===== src/rtl/teg_pkg.sv =====
// Shared types, widths and helper functions for the triangle element geometry pipeline.
// No dependencies; imported by every module of the block.
package teg_pkg;

  localparam int unsigned CoordW    = 31;
  localparam int unsigned DiffW     = 32;
  localparam int unsigned MagW      = 31;
  localparam int unsigned ShW       = 5;
  localparam int unsigned SqrtSteps = 32;
  localparam int unsigned DivSteps  = 32;

  localparam logic [31:0] SatPos = 32'h7FFF_FFFF;
  localparam logic [31:0] SatNeg = 32'h8000_0000;

  // Sideband that travels alongside the root and quotient units.
  typedef struct packed {
    logic [63:0]           cmag;
    logic                  swapped;
    logic                  degen;
    logic [3:0][MagW-1:0]  inv_mag;
    logic [3:0]            inv_neg;
    logic                  nx_neg;
    logic                  ny_neg;
    logic [MagW-1:0]       ax_n;
    logic [MagW-1:0]       ay_n;
    logic [31:0]           root_len;
  } side_t;

  // One finished result word.
  typedef struct packed {
    logic [63:0]      jacobian_det;
    logic [3:0][31:0] inverse;
    logic [31:0]      edge_half_length;
    logic [31:0]      normal_x;
    logic [31:0]      normal_y;
    logic             nodes_swapped;
    logic             degenerate;
  } res_t;

  // Saturate a truncated inverse entry and apply its sign; a degenerate element gives zero.
  function automatic logic [31:0] inv_sat(logic [31:0] q, logic neg, logic ov, logic degen);
    logic [31:0] r;
    if (degen) begin
      r = '0;
    end else if (ov) begin
      r = neg ? SatNeg : SatPos;
    end else if (!neg) begin
      r = q[31] ? SatPos : q;
    end else begin
      r = q[31] ? SatNeg : (32'd0 - q);
    end
    return r;
  endfunction

endpackage


===== src/rtl/teg_isqrt.sv =====
// Pipelined integer square root, one result bit per register stage.
// Depends on teg_pkg.
module teg_isqrt
  import teg_pkg::*;
(
  input  logic        clk_i,
  input  logic        en_i,
  input  logic [63:0] s_i,
  output logic [31:0] root_o
);

  logic [63:0] s_q [SqrtSteps];
  logic [63:0] r_q [SqrtSteps];
  logic [63:0] s_in [SqrtSteps];
  logic [63:0] r_in [SqrtSteps];

  for (genvar k = 0; k < SqrtSteps; k++) begin : g_step
    localparam logic [63:0] Bit = 64'd1 << (62 - 2 * k);
    logic [63:0] trial;
    logic        ge;

    if (k == 0) begin : g_first
      assign s_in[k] = s_i;
      assign r_in[k] = '0;
    end else begin : g_next
      assign s_in[k] = s_q[k-1];
      assign r_in[k] = r_q[k-1];
    end

    assign trial = r_in[k] + Bit;
    assign ge    = s_in[k] >= trial;

    always_ff @(posedge clk_i) begin
      if (en_i) begin
        s_q[k] <= ge ? (s_in[k] - trial) : s_in[k];
        r_q[k] <= ge ? ((r_in[k] >> 1) + Bit) : (r_in[k] >> 1);
      end
    end
  end

  assign root_o = r_q[SqrtSteps-1][31:0];

endmodule


===== config.mk =====
export PLATFORM = sky130hd
export DESIGN_NAME = teg_isqrt
export DESIGN_NICKNAME = d
export VERILOG_FILES = /design/src/rtl/teg_pkg.sv /design/src/rtl/teg_isqrt.sv
export SDC_FILE = /design/constraint.sdc
export NUM_CORES = 2
export LEC_CHECK = 0
export ABC_CLOCK_PERIOD_IN_PS = 3300
export BUFFER_PORTS_ARGS = -buffer_cell sky130_fd_sc_hd__buf_4
export CORE_MARGIN = 2
export CORE_UTILIZATION = 50
export CTS_BUF_LIST = sky130_fd_sc_hd__clkbuf_8
export CTS_CLUSTER_DIAMETER = 50
export DETAILED_ROUTE_END_ITERATION = 8
export PLACE_DENSITY = 0.68
export SETUP_SLACK_MARGIN = 0.5
export SLEW_MARGIN = 20
export SYNTH_ARGS = -nofsm -noshare
export SYNTH_HDL_FRONTEND = slang
export SYNTH_SLANG_ARGS = --single-unit

===== constraint.sdc =====
create_clock -name clk_i -period 3.3 [get_ports clk_i]
set_input_delay 0.165 -clock clk_i [delete_from_list [all_inputs] [get_ports clk_i]]
set_output_delay 0.165 -clock clk_i [all_outputs]
set_load 0.05 [all_outputs]

==> impl_results.md <==
* Fraction of layout cells with a size suffix above 1 at 30.98%
* CTS tree: yes
* M1 GR Usage at 31.94%
* Io pins at 98
* Max-slew violations at 0
* Failing checks: design-rule violations, negative setup slack
* Register area share after synthesis at 63.10%
* Cells on worst reg2reg path at 11
* Synth cell count leaders: edfxtp_1, inv_1, nor2_1
* CP Data Arrival Time at 4.22 ns
* Top-area cell type share of the netlist area at 63.10%
* Number of buffers and inverters on the critical path at 1
* Min-delay worst type: input pin to flip-flop
* Synth Net Count at 10030
* Worst Setup Slack, final at -0.1224 ns
* Critical path type: flip-flop to flip-flop
* Largest area contributor in the netlist: edfxtp_1
* Largest net degree at the start of global routing at 169
* Drt via density at 5.671
* Grt peak-use layer: met2
* Main area contributors after synthesis: edfxtp_1, ha_1, xnor2_1, xor2_1, a21oi_1
* Max-slew headroom at 33.92%
* Async SR Flop Fraction at 0%
* Routed WL at 321400 um
* First-pass GRT wire length at 477200 um
* Final setup fails at 61
* Layout area overhead at 30.73%
* Total Power at 96.50 mW
* Chip Width at 493.0 um
* Post-Route Utilization at 65.71%
* WL per Instance at 21.37 um
* Worst reg-to-reg setup slack at -0.12 ns
* Clock Path Buffers at 4
* Worst-margin pin slew at 0.9911 ns
* Drt drc at 12
* RR Startpoint: s_q[24][16]$_DFFE_PP_
* FF-to-FF End: s_q[25][59]$_DFFE_PP_
* Worst hold start: s_i[31]
* Placed cell areas at 133900 um^2
* GRT Util Overall at 24.97%
* Clock-pin slew on the worst setup and hold paths at 0.07 ns
* Status: finished, violations left
* Crit-path leading delay family: simple AND/OR/NAND/NOR gates
* Row count at 179
* Number of global-route vias before repair at 84930
* Initial Util at 50.26%
* Number of cells on the critical path at 11
* Distinct cells, synth at 99
* Synthesized cell area at 119600 um^2
* Design area at 156300 um^2
* Core area at 237900 um^2
* IO Port Bufs at 97
* Post-synth EDFFs at 2512
* Htree depth at 5
* RSZ-0062 raised after global routing: true
* Nature of the critical path startpoint: flip-flop
* Gpl congestion at 0.9086
* DRT antenna net count at 0
* Mapped Cells at 9402
* Synth warnings at 0
* Top FF cell, synth: edfxtp_1
* Final period utilization at 103.7%
* Global route overflow at 0
* Worst VDD drop at 0.0004232 V
* Hold endpoint: r_q[0][62]$_DFFE_PP_
* CTS sink count at 2512
* CTS Root Cell: clkbuf_8
* Clock Latency Late Sink at 1.12 ns
* Die ar. at 243000 um^2
* Fin crit period at 3.422 ns
* Final net count at 12180
* Max FO, Critical Path at 5
* Crit-path slowest cell: or4bb_1
* 1st-iter DRT viols at 7125
* TritonRoute pass-1 iters at 8
* Register bit total from synthesis at 2512
* Delay of the slowest critical-path stage at 0.49 ns
* Synthesized area per cell at 12.72 um^2
* Grt met2 use at 43.42%
* Worst hold stages at 5
* Power Dens Cells at 617.4 nW/um^2
* GR Layer Usage met3 at 3.904%
* Cell with the most instances after synthesis: edfxtp_1
* Final Hold Fails at 0
* Leak Pwr at 61.27 nW
* Crit-path cells: ha_1, or4bb_1, nor4_2, buf_4, nand4_1, nand3_2, a211o_4, and3_4, o2111ai_4, or3_4, xnor2_2
* Clk_skew at 0.1342 ns
* Setup TNS Final at -2.172 ns
* Die Height at 493.0 um
* F_max at 292.2 MHz
* Total of max-cap violations at 0
* Post-DP HPWL at 217300 um
* TritonCTS Buffers at 417
* DR vias at 85270
* Req. time, crit path at 4.10 ns
* Crit. End Element: flip-flop
* Initial antenna violation count at 4
-- sequential cells by signal (all words and copies together), names as in the netlist --
name  flops
r_q     528
s_q    1984
-- metrics by stage --
| stage | hold WS (ns) | worst slack [ns] | std cells |
|---|---|---|---|
| detailed placement | 0.3557 | -0.3849 | 13630 |
| floorplan | 0.2639 | -0.02449 | 9402 |
| global placement | 0.3531 | -0.3373 | 13630 |
| global route | 0.1272 | -0.2185 | 15040 |
| CTS | 0.01099 | -0.07203 | 14760 |
| finish | 0.1523 | -0.1224 | 15040 |
-- worst reg2reg max path, delay by kind of cell, from the launching register on --
kind                     cells  cell delay, ns
buffers and inverters        1            0.18
flip-flops                   1            0.42
adder cells (fa/ha/maj)      1            0.32
XOR/XNOR                     1            0.14
AO/OA/AOI/OAI                2            0.34
AND/OR/NAND/NOR              6            1.72
-- routing by layer --
layer,share of wire (%),vias up
li1,-,39620
met1,40,41880
met2,50,3040
met3,6.2,729
met4,3.3,2
met5,0.0025,-
-- worst max-delay path by stage --
| stage | from | to |
|---|---|---|
| after CTS | s_q[16][8]$_DFFE_PP_ | s_q[17][61]$_DFFE_PP_ |
| final | s_q[24][16]$_DFFE_PP_ | s_q[25][59]$_DFFE_PP_ |
| after global routing | s_q[29][21]$_DFFE_PP_ | s_q[30][58]$_DFFE_PP_ |
| after detailed placement | r_q[12][96]$_DFFE_PP_ | s_q[26][52]$_DFFE_PP_ |
| after global placement | r_q[12][96]$_DFFE_PP_ | s_q[26][52]$_DFFE_PP_ |
| after floorplan | s_q[29][29]$_DFFE_PP_ | s_q[30][58]$_DFFE_PP_ |
-- power by group --
part           internal [mW]  switching [mW]
clock                   12.7            12.5
sequential              40.5            3.38
combinational           13.0            14.3
-- area by class of cell --
type                            count  area, um^2
Antenna cell                        5       12.51
Clock buffer                      423        5822
Multi-Input combinational cell   6018       49680
Timing Repair Buffer             1916       17130
Clock inverter                    304        1620
Inverter                          693        2630
Sequential cell                  2512       75430
Fill cell                       16670       81560
Tap cell                         3167        3963
-- cells in the final DEF, fill, tap and decap left out, types with 126 or more instances in the layout --
cell type / instances
xnor2_1: 439
edfxtp_1: 2512
nor4_1: 247
buf_4: 1523
o21ai_0: 262
inv_1: 757
dlygate4sd3_1: 130
buf_6: 126
nor2_1: 506
a21oi_1: 511
nor3_1: 167
clkbuf_8: 423
ha_4: 137
ha_1: 402
a21o_1: 230
xor2_1: 377
nand2_1: 475
nand4_1: 159
-- kinds of logic after synthesis --
group | count (synthesis) | share of synthesized area [%]
adder cells (fa/ha/maj) | 558 | 5.840
buffers and inverters | 873 | 2.788
AND/OR/NAND/NOR | 2725 | 11.79
XOR/XNOR | 866 | 6.344
flip-flops | 2512 | 63.10
multiplexers | 110 | 1.030
AO/OA/AOI/OAI | 1758 | 9.117
-- what timing repair did --
| item | CTS | global route |
|---|---|---|
| hold buffers | 130 | 0 |
| gates resized for setup | 928 | 819 |
| pin swaps | 324 | 311 |
| endpoints found under the setup margin | 961 | 994 |
| cloned | 26 | 28 |
| endpoints found under the hold margin | 1387 | 0 |
| setup buffers | 251 | 243 |
Power figures use the tool's default switching activity.
